<file path="config.mk">
export PLATFORM = sky130hd
export DESIGN_NAME = ascii_number_parser
export DESIGN_NICKNAME = d
export VERILOG_FILES = /design/src/rtl/core/anp_pkg.sv /design/src/rtl/core/anp_front.sv /design/src/rtl/core/anp_queue.sv /design/src/rtl/core/anp_back.sv /design/src/rtl/core/ascii_number_parser.sv
export SDC_FILE = /design/constraint.sdc
export NUM_CORES = 1
export LEC_CHECK = 0
export BUFFER_PORTS_ARGS = -buffer_cell sky130_fd_sc_hd__buf_2
export CAP_MARGIN = 10
export CORE_MARGIN = 8
export CORE_UTILIZATION = 46
export DETAILED_ROUTE_END_ITERATION = 16
export PLACE_DENSITY_LB_ADDON = 0.05
export SLEW_MARGIN = 20
export SYNTH_ARGS = -nofsm -noshare
export SYNTH_HDL_FRONTEND = slang
export SYNTH_SLANG_ARGS = --single-unit
</file>
<file path="constraint.sdc">
create_clock -name clk -period 8.65 [get_ports clk]
set_input_delay 0.865 -clock clk [delete_from_list [all_inputs] [get_ports clk]]
set_output_delay 0.865 -clock clk [all_outputs]
set_load 0.005 [all_outputs]
</file>
<file path="src/rtl/core/anp_pkg.sv">
package anp_pkg;

  // Result status codes
  localparam logic [1:0] STATUS_OK  = 2'd0;
  localparam logic [1:0] STATUS_BAD = 2'd1;
  localparam logic [1:0] STATUS_OVF = 2'd2;

  // Character constants
  localparam logic [7:0] CHAR_ZERO    = 8'h30;
  localparam logic [7:0] CHAR_NINE    = 8'h39;
  localparam logic [7:0] CHAR_UPPER_A = 8'h41;
  localparam logic [7:0] CHAR_UPPER_F = 8'h46;
  localparam logic [7:0] CHAR_UPPER_Z = 8'h5A;
  localparam logic [7:0] CHAR_LOWER_A = 8'h61;
  localparam logic [7:0] CHAR_LOWER_F = 8'h66;
  localparam logic [7:0] CHAR_LOWER_X = 8'h78;
  localparam logic [7:0] CASE_MASK    = 8'h20;

  // Digit decode results
  localparam logic [4:0] DIGIT_INVALID = 5'd16;
  localparam logic [4:0] DEC_BASE      = 5'd10;

  localparam int unsigned NUM_WIDTH     = 64;
  localparam int unsigned QUEUE_DEPTH   = 2;

  typedef struct packed {
    logic [7:0] char_code;
    logic       last_char;
  } in_req_t;

  typedef struct packed {
    logic [1:0]           status;
    logic [NUM_WIDTH-1:0] number;
  } out_req_t;

  // Classified character handed from front to back
  typedef struct packed {
    logic       skip;   // hex prefix character, adds nothing
    logic       bad;    // not a digit of the current base
    logic       hex;    // base sixteen in effect
    logic [3:0] digit;
    logic       last;
  } cls_t;

  // Map a character to its digit value, DIGIT_INVALID when it is none
  function automatic logic [4:0] hex_digit(input logic [7:0] c);
    logic [7:0] d;
    d = 8'd0;
    if (c >= CHAR_ZERO && c <= CHAR_NINE) begin
      d = c - CHAR_ZERO;
    end else if (c >= CHAR_LOWER_A && c <= CHAR_LOWER_F) begin
      d = c - CHAR_LOWER_A + 8'd10;
    end else if (c >= CHAR_UPPER_A && c <= CHAR_UPPER_F) begin
      d = c - CHAR_UPPER_A + 8'd10;
    end else begin
      d = {3'b000, DIGIT_INVALID};
    end
    return d[4:0];
  endfunction

endpackage

</file>
<file path="src/rtl/core/anp_front.sv">
module anp_front (
  input  logic             clk,
  input  logic             rst_n,
  input  logic             in_take,
  input  anp_pkg::in_req_t in_req,
  output anp_pkg::cls_t    cls
);

  localparam logic [1:0] POS_FIRST  = 2'd0;
  localparam logic [1:0] POS_SECOND = 2'd1;
  localparam logic [1:0] POS_LATER  = 2'd2;

  logic [1:0] pos_r, pos_nxt;
  logic       fwz_r, fwz_nxt;
  logic       hex_r, hex_nxt;
  logic [7:0] folded;
  logic [4:0] digit;
  logic       prefix;

  // Classify the incoming character
  always_comb begin
    folded = in_req.char_code;
    if (in_req.char_code >= anp_pkg::CHAR_UPPER_A &&
        in_req.char_code <= anp_pkg::CHAR_UPPER_Z) begin
      folded = in_req.char_code | anp_pkg::CASE_MASK;
    end
    digit  = anp_pkg::hex_digit(in_req.char_code);
    prefix = (pos_r == POS_SECOND) && fwz_r && !in_req.last_char &&
             (folded == anp_pkg::CHAR_LOWER_X);
    cls.skip  = prefix;
    cls.hex   = hex_r;
    cls.digit = digit[3:0];
    cls.bad   = hex_r ? digit[4] : (digit >= anp_pkg::DEC_BASE);
    cls.last  = in_req.last_char;
  end

  // Track position, leading zero and hex prefix per string
  always_comb begin
    pos_nxt = pos_r;
    fwz_nxt = fwz_r;
    hex_nxt = hex_r;
    if (in_take) begin
      if (in_req.last_char) begin
        pos_nxt = POS_FIRST;
        fwz_nxt = 1'b0;
        hex_nxt = 1'b0;
      end else begin
        if (pos_r != POS_LATER) begin
          pos_nxt = pos_r + 2'd1;
        end
        if (pos_r == POS_FIRST) begin
          fwz_nxt = (in_req.char_code == anp_pkg::CHAR_ZERO);
        end
        if (prefix) begin
          hex_nxt = 1'b1;
        end
      end
    end
  end

  always_ff @(posedge clk) begin
    if (!rst_n) begin
      pos_r <= POS_FIRST;
      fwz_r <= 1'b0;
      hex_r <= 1'b0;
    end else begin
      pos_r <= pos_nxt;
      fwz_r <= fwz_nxt;
      hex_r <= hex_nxt;
    end
  end

endmodule

</file>
<file path="src/rtl/core/anp_queue.sv">
module anp_queue #(
  parameter int unsigned DEPTH = anp_pkg::QUEUE_DEPTH
) (
  input  logic          clk,
  input  logic          rst_n,
  input  logic          push,
  input  anp_pkg::cls_t push_data,
  output logic          full,
  input  logic          pop,
  output logic          not_empty,
  output anp_pkg::cls_t pop_data
);

  localparam int unsigned PTR_W = (DEPTH > 1) ? $clog2(DEPTH) : 1;
  localparam int unsigned CNT_W = $clog2(DEPTH + 1);
  localparam logic [PTR_W-1:0] LAST_PTR = PTR_W'(DEPTH - 1);
  localparam logic [CNT_W-1:0] FULL_CNT = CNT_W'(DEPTH);

  anp_pkg::cls_t    mem_r [DEPTH];
  logic [PTR_W-1:0] wr_ptr_r, wr_ptr_nxt;
  logic [PTR_W-1:0] rd_ptr_r, rd_ptr_nxt;
  logic [CNT_W-1:0] cnt_r, cnt_nxt;

  assign full      = (cnt_r == FULL_CNT);
  assign not_empty = (cnt_r != '0);
  assign pop_data  = mem_r[rd_ptr_r];

  // Advance pointers and count
  always_comb begin
    wr_ptr_nxt = wr_ptr_r;
    rd_ptr_nxt = rd_ptr_r;
    cnt_nxt    = cnt_r;
    if (push) begin
      wr_ptr_nxt = (wr_ptr_r == LAST_PTR) ? '0 : wr_ptr_r + PTR_W'(1);
    end
    if (pop) begin
      rd_ptr_nxt = (rd_ptr_r == LAST_PTR) ? '0 : rd_ptr_r + PTR_W'(1);
    end
    if (push && !pop) begin
      cnt_nxt = cnt_r + CNT_W'(1);
    end else if (pop && !push) begin
      cnt_nxt = cnt_r - CNT_W'(1);
    end
  end

  always_ff @(posedge clk) begin
    if (!rst_n) begin
      wr_ptr_r <= '0;
      rd_ptr_r <= '0;
      cnt_r    <= '0;
    end else begin
      wr_ptr_r <= wr_ptr_nxt;
      rd_ptr_r <= rd_ptr_nxt;
      cnt_r    <= cnt_nxt;
    end
  end

  // Store the pushed entry
  always_ff @(posedge clk) begin
    if (push) begin
      mem_r[wr_ptr_r] <= push_data;
    end
  end

endmodule

</file>
<file path="src/rtl/core/anp_back.sv">
module anp_back (
  input  logic              clk,
  input  logic              rst_n,
  input  logic              q_not_empty,
  input  anp_pkg::cls_t     q_data,
  output logic              q_pop,
  output logic              out_valid,
  input  logic              out_stall,
  output anp_pkg::out_req_t out_req
);

  localparam int unsigned W = anp_pkg::NUM_WIDTH;

  logic [W-1:0]      acc_r, acc_nxt;
  logic [1:0]        err_r, err_nxt;
  logic              out_valid_r, out_valid_nxt;
  anp_pkg::out_req_t out_req_r;
  logic [W+3:0]      times_ten;
  logic [W+3:0]      prod;
  logic [W+4:0]      sum;
  logic              ovf;

  // Pop unless a final character would land on a held result
  assign q_pop = q_not_empty && (!q_data.last || !out_valid_r || !out_stall);

  // Multiply by base and add the digit, flag bits above the word
  always_comb begin
    times_ten = {1'b0, acc_r, 3'b000} + {3'b000, acc_r, 1'b0};
    prod      = q_data.hex ? {acc_r, 4'b0000} : times_ten;
    sum       = {1'b0, prod} + {{(W+1){1'b0}}, q_data.digit};
    ovf       = |sum[W+4:W];
  end

  // Update accumulator and first error
  always_comb begin
    acc_nxt = acc_r;
    err_nxt = err_r;
    if (err_r == anp_pkg::STATUS_OK && !q_data.skip) begin
      if (q_data.bad) begin
        err_nxt = anp_pkg::STATUS_BAD;
      end else if (ovf) begin
        err_nxt = anp_pkg::STATUS_OVF;
      end else begin
        acc_nxt = sum[W-1:0];
      end
    end
  end

  // Hold the result until taken
  always_comb begin
    out_valid_nxt = out_valid_r;
    if (out_valid_r && !out_stall) begin
      out_valid_nxt = 1'b0;
    end
    if (q_pop && q_data.last) begin
      out_valid_nxt = 1'b1;
    end
  end

  always_ff @(posedge clk) begin
    if (!rst_n) begin
      acc_r       <= '0;
      err_r       <= anp_pkg::STATUS_OK;
      out_valid_r <= 1'b0;
    end else begin
      out_valid_r <= out_valid_nxt;
      if (q_pop) begin
        if (q_data.last) begin
          acc_r <= '0;
          err_r <= anp_pkg::STATUS_OK;
        end else begin
          acc_r <= acc_nxt;
          err_r <= err_nxt;
        end
      end
    end
  end

  // Capture the result of a finished string
  always_ff @(posedge clk) begin
    if (q_pop && q_data.last) begin
      out_req_r.status <= err_nxt;
      out_req_r.number <= (err_nxt == anp_pkg::STATUS_OK) ? acc_nxt : '0;
    end
  end

  assign out_valid = out_valid_r;
  assign out_req   = out_req_r;

endmodule

</file>
<file path="src/rtl/core/ascii_number_parser.sv">
// A final character is queued, then popped into the result register.
// Throughput: one character per cycle unless the two-entry queue is full; the
// back end folds one digit per cycle, unless a held result blocks it, via a
// 68-bit multiply-by-base and add. Reset: synchronous active-low rst_n clears
// the prefix tracking, queue, accumulator, latched error and result valid.
module ascii_number_parser #(
  parameter int unsigned QUEUE_DEPTH = anp_pkg::QUEUE_DEPTH
) (
  input  logic              clk,
  input  logic              rst_n,
  input  logic              in_valid,
  output logic              in_stall,
  input  anp_pkg::in_req_t  in_req,
  output logic              out_valid,
  input  logic              out_stall,
  output anp_pkg::out_req_t out_req
);

  logic          q_full;
  logic          q_not_empty;
  logic          q_pop;
  logic          in_take;
  anp_pkg::cls_t front_cls;
  anp_pkg::cls_t q_data;

  assign in_stall = q_full;
  assign in_take  = in_valid && !q_full;

  anp_front u_front (
    .clk     (clk),
    .rst_n   (rst_n),
    .in_take (in_take),
    .in_req  (in_req),
    .cls     (front_cls)
  );

  anp_queue #(
    .DEPTH (QUEUE_DEPTH)
  ) u_queue (
    .clk       (clk),
    .rst_n     (rst_n),
    .push      (in_take),
    .push_data (front_cls),
    .full      (q_full),
    .pop       (q_pop),
    .not_empty (q_not_empty),
    .pop_data  (q_data)
  );

  anp_back u_back (
    .clk         (clk),
    .rst_n       (rst_n),
    .q_not_empty (q_not_empty),
    .q_data      (q_data),
    .q_pop       (q_pop),
    .out_valid   (out_valid),
    .out_stall   (out_stall),
    .out_req     (out_req)
  );

endmodule
</file>
==> run_results.csv, run 1 <==
group,metric,value,unit
synthesis,synth_edf_count,82,
clock_network,cts-resized-gates,0,
pwr,power.leakage,6.03,nW
floorplanning,fp.dieW,200,um
timing,tns,0,ns
synthesis,syn_nets,2138,
synthesis,yosys_warnings,0,
layout,n_fill_cell,3347,
clock_network,clkTransAtPathRegs,0.06,ns
worst_setup_path,cp_num_buf_inv,1,
synthesis,synth_seq_area_share,25.4,%
timing,clock.fmax,144,MHz
place,placed_cells,2439,
clock_network,htreeDepth,4,
pwr,switching_power,0.939,mW
timing,layout_min_cycle_time,6.94,ns
global_route,grt.overflow.total,0,
global_route,grt_max_degree,90,
synthesis,syn_inst,2049,
pwr,switching_share,37.2,%
synthesis,async_reset_ff_share,0,%
clock_network,cts_hold_buf,0,
floorplanning,initial_core_util,46.7,%
layout,register_area,0.00398,sq mm
min_path,min_path_cells,2,
layout,fin_cells,2472,
worst_setup_path,crit_slowest_cell,"buf_4",
timing,worst_pin_slew,1.06,ns
timing,finalCritPeriodShare,80.2,%
worst_setup_path,worst-path-stages,16,
layout,final_layout_size_suffix_gt1_share,9.39,%
worst_setup_path,reg2reg_depth,16,
drt,ant_nets,0,
floorplanning,core,0.0335,sq mm
floorplanning,io-pin-count,81,
drt,drtPass1Iterations,7,
min_path,hp-class,"reg -> reg",
clock_network,cts_num_sinks,158,
worst_setup_path,endpoint_kind,"register",
timing,rsz0062_at_grt,"false",
floorplanning,dieArea,0.0402,sq mm
global_route,grt_pass1_wl,92300,um
floorplanning,fp-row-count,67,
worst_setup_path,slowest_delay,0.78,ns
synthesis,synth_flop_cell,"edfxtp_1",
clock_network,cts_buffers,17,
clock_network,cts_buffer_depth,2,
drt,drc,0,
place,finalWeightedCongestion,1.02,
synthesis,synth.avg_cell_area,7.64,sq um
pwr,p_int,1.59,mW
global_route,grt_pass1_vias,15100,
worst_setup_path,crit_required,8.99,ns
place,hpwl,45500,um
layout,area_delta_synth_final,6.73,%
pwr,pwr-share-comb,29.8,%
timing,setup_viol,0,
worst_setup_path,start_kind,"register",
worst_setup_path,path_cells,"ha_1 -> fa_1 -> a211oi_2 -> nor4_1 -> a211oi_2 -> o21ai_2 -> a211oi_1 -> xor2_1 -> o21ai_1 -> nand4b_4 -> nor4b_2 -> and4b_1 -> o21a_4 -> buf_4 -> nand3_1 -> o221ai_1",
timing,finalWorstSetupSlack,1.71,ns
clock_network,cts-root-buf,"clkbuf_16",
synthesis,ys_types,103,
global_route,grt_usage,28.7,%
drt,viasPerCell,6.72,
clock_network,post-cts-setup-buffer-count,0,
clock_network,clock_insertion_delay_worst_skew,0.44,ns
drt,detail_route.iter0.violations,1908,
worst_setup_path,cp_common_cell,"a211oi_2",
synthesis,synth-seq-cells,158,
layout,multi_input_area,0.0109,sq mm
worst_setup_path,crit_arrival,7.28,ns
drt,finalWirelength,60100,um
status,status,"finished, final reports clean",
timing,slew_violations,0,
pwr,ir_drop,253,uV
pwr,power.density,151,mW/mm^2
drt,wl_per_cell,24.3,um
global_route,antenna_found_initial,0,
place,dp_slack,1.94,ns
timing,skew,0.0130,ns
clock_network,cts_tree,"built",
timing,relSlewSlack,29.3,%
pwr,pwr-share-clk,31.7,%
worst_setup_path,setup.worst_path.class,"reg -> reg",
timing,hold_viol,0,
layout,nNetsFinal,2099,
pwr,p_seq_share,38.6,%
job,max_cap_viol_count,0,
worst_setup_path,cp_max_fo,89,
drt,num_vias,16600,
floorplanning,fp.dieH,200,um
timing,hold_slack,0.471,ns
synthesis,synth_area,0.0157,sq mm
place,port-buffer-count,80,
worst_setup_path,crit_family,"compound AO/OA/AOI/OAI gates",
-- cell usage in the layout (no fill, tap or decap), types with 14 or more instances in the layout --
cell type and count:
a211o_1 34, a211oi_1 73, a21o_1 22, a21oi_1 163, a31oi_1 15, and2_1 17, and3_1 48, and4_1 15
buf_2 80, buf_4 19, clkbuf_16 17, dfxtp_1 76, edfxtp_1 82, ha_1 74, inv_1 29, mux2i_1 18
nand2_1 246, nand3_1 155, nand4_1 91, nor2_1 139, nor3_1 41, nor4_1 17, o211ai_1 33, o21a_1 14
o21ai_0 148, o221ai_1 14, o31ai_1 15, xnor2_1 60, xor2_1 30
-- logic make-up after synthesis --
kind of cell | count (synthesis) | share of synthesized area (%)
simple gates | 850 | 27.5
compound gates | 662 | 28.7
buf+inv | 187 | 5.50
flops | 158 | 25.4
xor+xnor | 90 | 5.04
fa+ha+maj | 76 | 6.17
mux | 26 | 1.72
-- layer usage --
metal,part of all wire [%],global-route usage [%]
met1,46,42.5
met2,43,42.5
met4,2.9,9.15
met3,8.5,3.55
met5,0,0
-- worst paths after layout --
kind	from	endpoint	slack [ns]
worst max-delay path	u_back.acc_r[0]	u_back.acc_r[2]	1.71
worst min-delay path	u_back.err_r[1]	u_back.err_r[1]	0.47
worst max register to register	u_back.acc_r[0]	u_back.acc_r[2]	1.71
worst min register to register	u_back.err_r[1]	u_back.err_r[1]	0.47
-- cell usage after synthesis, types with 7 or more instances --
cell type	count	share of area (%)
xor2_1	30	1.7
or4_1	8	0.38
nand3_1	155	5.0
or3_1	11	0.44
inv_1	30	0.72
a211o_1	34	1.9
o21a_1	15	0.72
mux2i_1	19	1.2
a31oi_1	15	0.60
a21oi_1	163	5.2
a311oi_1	7	0.39
o21ai_0	148	4.7
nor4_1	17	0.68
xnor2_1	60	3.4
clkbuf_1	79	1.9
o31ai_1	15	0.72
nor2_1	140	3.4
buf_2	54	1.7
o21ai_1	10	0.32
nor3_1	41	1.3
and4_1	15	0.84
and3_1	48	1.9
dfxtp_1	76	9.7
a21boi_0	10	0.48
o211ai_1	33	1.6
a211oi_1	73	3.5
ha_1	74	5.9
buf_4	12	0.58
nand2_1	246	5.9
mux2_2	7	0.50
and2_1	17	0.68
o221ai_1	14	0.78
a22oi_1	8	0.38
nand4_1	91	3.6
nand2b_1	13	0.52
nor2b_1	13	0.52
edfxtp_1	82	16
a21o_1	22	1.1
-- per-stage QoR --
stage          area (sq um)  utilization, %  power, mW
4_1_cts               16700            49.8       2.54
5_1_grt               16700            49.8       2.64
2_1_floorplan         15700               -       1.46
3_3_place_gp          16100            48.0       1.73
3_5_place_dp          16100            48.0       1.74
6_report              16700            49.8       2.53
-- worst min-delay path, stage by stage, from the launching register on --
cell and delay [ns]:
dfxtp_1 0.31, inv_1 0.07, a21oi_1 0.06
-- power by group through the flow --
stage / logic (mW) / clock network (mW) / registers (mW)
floorplan: 0.479 / 0 / 0.977
global placement: 0.741 / 0 / 0.991
detailed placement: 0.750 / 0 / 0.992
CTS: 0.753 / 0.807 / 0.976
global route: 0.814 / 0.838 / 0.985
finish: 0.752 / 0.800 / 0.974
-- area by class of cell --
type | count | share of cell area (%)
diodes | 1 | 0.0150
well taps | 448 | 3.35
clock buffers | 21 | 2.70
clock inverters | 11 | 1.01
repair buffers | 99 | 3.25
flip-flops and latches | 158 | 23.8
inverters | 30 | 0.674
multi-input cells | 1704 | 65.2
-- flip-flops by register name (all words and copies together) (netlist names), named ones only --
| name | cells |
|---|---|
| u_back.out_req | 66 |
| u_back.acc_r | 64 |
| u_queue.mem_r | 16 |
| u_back.err_r | 2 |
| u_front.pos_r | 2 |
| u_queue.cnt_r | 2 |
| u_back.out_valid | 1 |
| u_front.fwz_r | 1 |
| u_front.hex_r | 1 |
| u_queue.rd_ptr_r | 1 |
| u_queue.wr_ptr_r | 1 |
(Power assumes the default switching activity.)
==> inputs of run 2 (changes only) <==
==> constraint.sdc (replaced) <==
create_clock -name clk -period 5.9 [get_ports clk]
set_input_delay 0.59 -clock clk [delete_from_list [all_inputs] [get_ports clk]]
set_output_delay 0.59 -clock clk [all_outputs]
set_load 0.005 [all_outputs]
==> run 2 against run 1 <==
  * Design area grew 4.2%
  * Flip-flop and latch count is the same
  * Non-clock buffer count grew 80
  * Register-to-register slack lost 1.5 ns
  * Clock-buffer cell count shrank 3
  * Hold slack lost 0.0041 ns
  * Clock skew shrank 0.0030 ns
  * Critical path depth shrank 2
  * Largest cell class unchanged
==> run_results.csv, run 2 (synthesis gave the netlist of run 1 again) <==
group,metric,value,unit
status,status,"finished, final reports clean",
global_route,grt.overflow.total,0,
timing,worst_pin_slew,0.890,ns
layout,final_common_cell,"nand2_1",
timing,layout_min_cycle_time,5.71,ns
pwr,power.density,215,mW/mm^2
clock_network,cts_buffers,17,
min_path,hp-class,"reg -> reg",
layout,post-route-cell-area,0.0174,sq mm
worst_setup_path,crit_arrival,5.86,ns
clock_network,post-cts-setup-buffer-count,0,
clock_network,htreeDepth,4,
worst_setup_path,path_cells,"ha_1 -> a21oi_1 -> o21ai_0 -> a211oi_2 -> o21ai_2 -> a211oi_1 -> xor2_1 -> o21ai_1 -> nand4b_4 -> nor4_2 -> xnor2_1 -> o211a_4 -> a21oi_1 -> a2111oi_0",
place,finalWeightedCongestion,1.05,
drt,wl_per_cell,23.8,um
pwr,pwr-share-clk,29.7,%
worst_setup_path,cp_common_cell,"a21oi_1",
place,place_area,0.0168,sq mm
pwr,pwr-share-comb,32.2,%
clock_network,cts_tree,"built",
timing,hold_slack,0.467,ns
worst_setup_path,crit_required,6.06,ns
pwr,p_int,2.33,mW
min_path,hp-start,"u_back.err_r[1]",
drt,viasPerCell,6.72,
drt,ant_nets,0,
layout,layout_common_cells,"nand2_1, a21oi_1, nand3_1, o21ai_0, nor2_1",
clock_network,clkTransAtPathRegs,0.07,ns
layout,nNetsFinal,2179,
floorplanning,dieArea,0.0402,sq mm
worst_setup_path,cp_max_fo,21,
global_route,grt_pass1_vias,15800,
pwr,switching_power,1.41,mW
layout,post-route-util,51.9,%
pwr,p_seq_share,38.0,%
timing,hold_viol,0,
timing,setup_viol,0,
worst_setup_path,start_kind,"register",
floorplanning,fp.dieW,200,um
pwr,ir_drop,442,uV
layout,final_layout_size_suffix_gt1_share,13.1,%
global_route,grt_max_degree,85,
drt,finalWirelength,60800,um
global_route,grt_pass1_wl,92900,um
timing,clock.fmax,175,MHz
layout,largest_register_ff_count,66,
pwr,switching_share,37.7,%
worst_setup_path,startpoint,"u_back.acc_r[5]",
worst_setup_path,setup.worst_path.class,"reg -> reg",
global_route,grt_usage,28.7,%
layout,n_fill_cell,3287,
floorplanning,io-pin-count,81,
clock_network,cts_num_sinks,158,
global_route,antenna_found_initial,0,
floorplanning,initial_core_util,46.7,%
drt,drc,0,
timing,relSlewSlack,40.7,%
floorplanning,fp.dieH,200,um
layout,register_area,0.00398,sq mm
floorplanning,fp-row-count,67,
worst_setup_path,crit-reg2reg-launch,"u_back.acc_r[5]",
layout,area_delta_synth_final,11.2,%
pwr,power.leakage,6.46,nW
worst_setup_path,slowest_delay,0.55,ns
layout,multi_input_area,0.0109,sq mm
place,port-buffer-count,80,
clock_network,cts_buffer_depth,2,
timing,skew,0.00997,ns
place,hpwl,47500,um
drt,drtPass1Iterations,6,
layout,antenna_cells,0,
floorplanning,core,0.0335,sq mm
timing,slew_violations,0,
clock_network,cts-resized-gates,0,
worst_setup_path,crit_slowest_cell,"dfxtp_1",
clock_network,cts-root-buf,"clkbuf_16",
clock_network,cts_hold_buf,0,
clock_network,clock_insertion_delay_worst_skew,0.42,ns
drt,detail_route.iter0.violations,2028,
worst_setup_path,endpoint_kind,"register",
timing,finalCritPeriodShare,96.7,%
drt,num_vias,17100,
job,max_cap_viol_count,0,
==> run 2: cell types whose count changed in the layout (fill, tap and decap cells not counted), sizes merged <==
cell,previous run,this run
bufinv,4,2
clkinv,3,4
buf,99,179
diode,1,0
clkbuf,21,18
inv,30,34
==> run 2: critical path: cells and delay by family, from the launching register on <==
family          cells  cell delay (ns)
flops               1             0.55
xor+xnor            2             0.42
fa+ha+maj           1             0.37
simple gates        2             0.63
compound gates      9             3.44
==> run 2: final timing paths <==
kind,to,slack [ns],depth (start not counted)
setup / recovery,u_back.out_req[5],0.19,14
hold / removal,u_back.err_r[1],0.47,2
setup reg to reg,u_back.out_req[5],0.19,14
hold reg to reg,u_back.err_r[1],0.47,2
==> run 2: area by class of cell <==
type | instances | share of cell area [%]
Clock inverter | 14 | 0.920
Timing Repair Buffer | 179 | 7.22
Clock buffer | 18 | 2.47
Sequential cell | 158 | 22.9
Multi-Input combinational cell | 1704 | 62.6
Inverter | 30 | 0.647
Tap cell | 448 | 3.22
==> run 2: per-layer routing <==
metal,vias up,share of wire [%],global-route usage [%]
met4,0,3.2,10.3
met1,8295,45,41.6
met5,-,0,0
met2,833,42,42.9
met3,105,9.1,4.00
li1,7905,-,-
==> run 2: per-stage QoR <==
stage | instances | setup WS, ns | power (mW) | setup TNS [ns]
floorplan | 2049 | 0.526 | 2.14 | 0
global placement | 2519 | 0.333 | 2.64 | 0
detailed placement | 2519 | 0.228 | 2.65 | 0
CTS | 2551 | 0.199 | 3.74 | 0
global route | 2551 | -0.00571 | 3.89 | -0.00865
finish | 2551 | 0.194 | 3.74 | 0
==> run 2: power groups by stage <==
stage | combinational [mW] | clock, mW | sequential, mW
3_5_place_dp | 1.20 | 0 | 1.45
5_1_grt | 1.29 | 1.17 | 1.43
6_report | 1.20 | 1.11 | 1.42
4_1_cts | 1.20 | 1.12 | 1.42
2_1_floorplan | 0.703 | 0 | 1.43
3_3_place_gp | 1.19 | 0 | 1.44
==> inputs of run 3 (changes only) <==
--- a/config.mk
+++ b/config.mk
@@ -5,6 +5,7 @@
 export SDC_FILE = /design/constraint.sdc
 export NUM_CORES = 1
 export LEC_CHECK = 0
+export ABC_AREA = 1
 export BUFFER_PORTS_ARGS = -buffer_cell sky130_fd_sc_hd__buf_2
 export CAP_MARGIN = 10
 export CORE_MARGIN = 8
==> run 3 against run 2 <==
  * Clock-buffer cell count unchanged
  * Synthesized area is 5.5% higher
  * Core utilization down 1.4 points
  * Register-to-register slack improved by 0.55 ns
  * Critical path depth increased by 14
  * Flip-flop and latch count is the same
  * Clock power about the same
  * Die area increased by 5.0%
  * Via count increased by 5.4%
  * Hold slack got worse by 0.13 ns
  * Clock skew up 0.0070 ns
==> run_results.csv, run 3 <==
group,metric,value,unit
synthesis,syn_nets,2978,
layout,multi_input_area,0.0101,sq mm
drt,viasPerCell,5.30,
place,place_area,0.0173,sq mm
layout,n_fill_cell,3850,
synthesis,synth_flop_cell,"edfxtp_1",
drt,wl_per_cell,18.7,um
timing,layout_min_cycle_time,5.16,ns
worst_setup_path,crit_family,"simple AND/OR/NAND/NOR gates",
clock_network,post-cts-setup-buffer-count,0,
global_route,grt_pass1_wl,97100,um
worst_setup_path,cp_max_fo,65,
synthesis,async_reset_ff_share,0,%
worst_setup_path,crit_slowest_cell,"dfxtp_1",
clock_network,cts_buffers,17,
layout,post-route-cell-area,0.0179,sq mm
pwr,ir_drop,726,uV
timing,setup_viol,0,
synthesis,syn_inst,2889,
place,finalWeightedCongestion,1.01,
synthesis,yosys_warnings,0,
synthesis,yosysTopAreaCell,"nand2_1",
global_route,grt.overflow.total,0,
timing,finalCritPeriodShare,87.4,%
worst_setup_path,crit_arrival,5.53,ns
worst_setup_path,rrSetupSlack,0.74,ns
synthesis,synth.avg_cell_area,5.72,sq um
worst_setup_path,cp_common_cell,"nand2_1",
synthesis,synth-seq-cells,158,
worst_setup_path,slowest_delay,0.50,ns
floorplanning,dieArea,0.0422,sq mm
drt,finalWirelength,63700,um
layout,register_area,0.00398,sq mm
worst_setup_path,cp_num_buf_inv,2,
drt,detail_route.iter0.violations,1849,
timing,worst_pin_slew,1.06,ns
layout,largest_register_ff_count,66,
place,port-buffer-count,80,
layout,nNetsFinal,3027,
synthesis,synth_edf_count,82,
status,status,"finished, final reports clean",
global_route,grt_usage,30.1,%
timing,clock.fmax,194,MHz
worst_setup_path,setup.worst_path.class,"reg -> reg",
floorplanning,initial_core_util,46.5,%
timing,relSlewSlack,29.5,%
global_route,grt_pass1_vias,16900,
clock_network,htreeDepth,4,
layout,final_layout_size_suffix_gt1_share,7.15,%
synthesis,synthTopCellsByCount,"nand2_1, inv_1, nor2_1",
synthesis,synth_most_common_cell,"nand2_1",
clock_network,cts_hold_buf,0,
drt,drc,0,
floorplanning,fp-row-count,69,
drt,drtPass1Iterations,6,
drt,ant_nets,0,
clock_network,cts_tree,"built",
clock_network,cts-root-buf,"clkbuf_16",
layout,area_delta_synth_final,8.62,%
worst_setup_path,start_kind,"register",
floorplanning,io-pin-count,81,
synthesis,ys_types,45,
worst_setup_path,crit_required,6.28,ns
floorplanning,fp.dieW,205,um
min_path,hp-class,"in -> reg",
timing,tns,0,ns
clock_network,cts_buffer_depth,2,
synthesis,synth_area_leaders,"nand2_1, edfxtp_1, inv_1, dfxtp_1, nor2_1",
timing,slew_violations,0,
timing,skew,0.0169,ns
pwr,power.leakage,9.24,nW
floorplanning,core,0.0355,sq mm
layout,layout_common_cells,"nand2_1, inv_1, nor2_1, nand3_1, a21oi_1",
drt,num_vias,18100,
pwr,power.density,364,mW/mm^2
clock_network,cts-resized-gates,0,
clock_network,cts_num_sinks,158,
global_route,antenna_found_initial,0,
floorplanning,fp.dieH,205,um
worst_setup_path,endpoint_kind,"register",
timing,hold_viol,0,
layout,final_common_cell,"nand2_1",
job,max_cap_viol_count,0,
layout,antenna_cells,0,
timing,rsz0062_at_grt,"false",
global_route,grt_max_degree,66,
synthesis,post-synth-top-area-fraction,25.0,%
clock_network,clkTransAtPathRegs,0.08,ns
clock_network,clock_insertion_delay_worst_skew,0.45,ns
synthesis,synth_area,0.0165,sq mm
synthesis,synth_seq_area_share,24.1,%
place,hpwl,51700,um
[run 3: cell types whose count changed after synthesis, sizes merged, moves of 48 or more]
cell / change
o21ai: -123
a211oi: -77
and3: -48
clkbuf: -52
nand2: +869
nor2: +160
xnor2: -51
inv: +509
nand3: +60
[run 3: worst register-to-register path: cells and delay by family (launching register included)]
kind / cells / cell delay (ns)
and+or+nand+nor: 22 / 2.88
DFF: 1 / 0.50
adders and majority gates: 2 / 0.85
buffers and inverters: 2 / 0.52
AOI/OAI and AO/OA: 2 / 0.37
[run 3: final timing paths]
kind                                        from                   to  depth (start not counted)
worst min-delay path                   in_req[0]  u_queue.mem_r[1][0]                          1
worst max register to register   u_back.acc_r[2]      u_back.acc_r[6]                         28
worst min register to register  u_queue.rd_ptr_r             register                          1
worst max-delay path             u_back.acc_r[2]      u_back.acc_r[6]                         28
[run 3: cell families after synthesis]
logic type / after synthesis / synth area share [%]
AO/OA/AOI/OAI: 200 / 6.37
XOR/XNOR: 53 / 2.81
adder cells (fa/ha/maj): 76 / 5.85
buffers and inverters: 610 / 14.7
flip-flops: 158 / 24.1
multiplexers: 1 / 0.0606
AND/OR/NAND/NOR: 1791 / 46.1
[run 3: layout make-up]
type	count	share of cell area, %
multi-input combinational	2121	56.5
clock buffer	18	2.45
tap	461	3.22
timing repair buffer	99	3.42
clock inverter	14	0.844
inverter	541	11.3
sequential	158	22.2
[run 3: through the flow]
| step | worst slack (ns) | utilization [%] | hold WS (ns) | std cells | power [mW] |
|---|---|---|---|---|---|
| CTS | 0.924 | 50.5 | 0.327 | 3411 | 6.47 |
| global placement | 0.976 | 48.8 | 0.439 | 3379 | 5.31 |
| detailed placement | 0.939 | 48.8 | 0.447 | 3379 | 5.33 |
| finish | 0.743 | 50.5 | 0.340 | 3412 | 6.52 |
| floorplan | 1.67 | - | 0.425 | 2889 | 4.10 |
| global route | 0.469 | 50.5 | 0.337 | 3412 | 6.93 |
[run 3: power breakdown]
part           internal [mW]  switching (mW)
clock                  0.609           0.521
combinational           1.02            2.65
sequential              1.51           0.215
[run 3: metal layers]
metal | wire length, um | vias to the layer above | share of wire (%) | global-route usage, %
met1 | 29100 | 8275 | 46 | 42.1
met4 | 1790 | 0 | 2.8 | 9.39
li1 | - | 9074 | - | -
met5 | 0 | - | 0 | 0
met2 | 27900 | 640 | 44 | 47.3
met3 | 4900 | 81 | 7.7 | 3.98
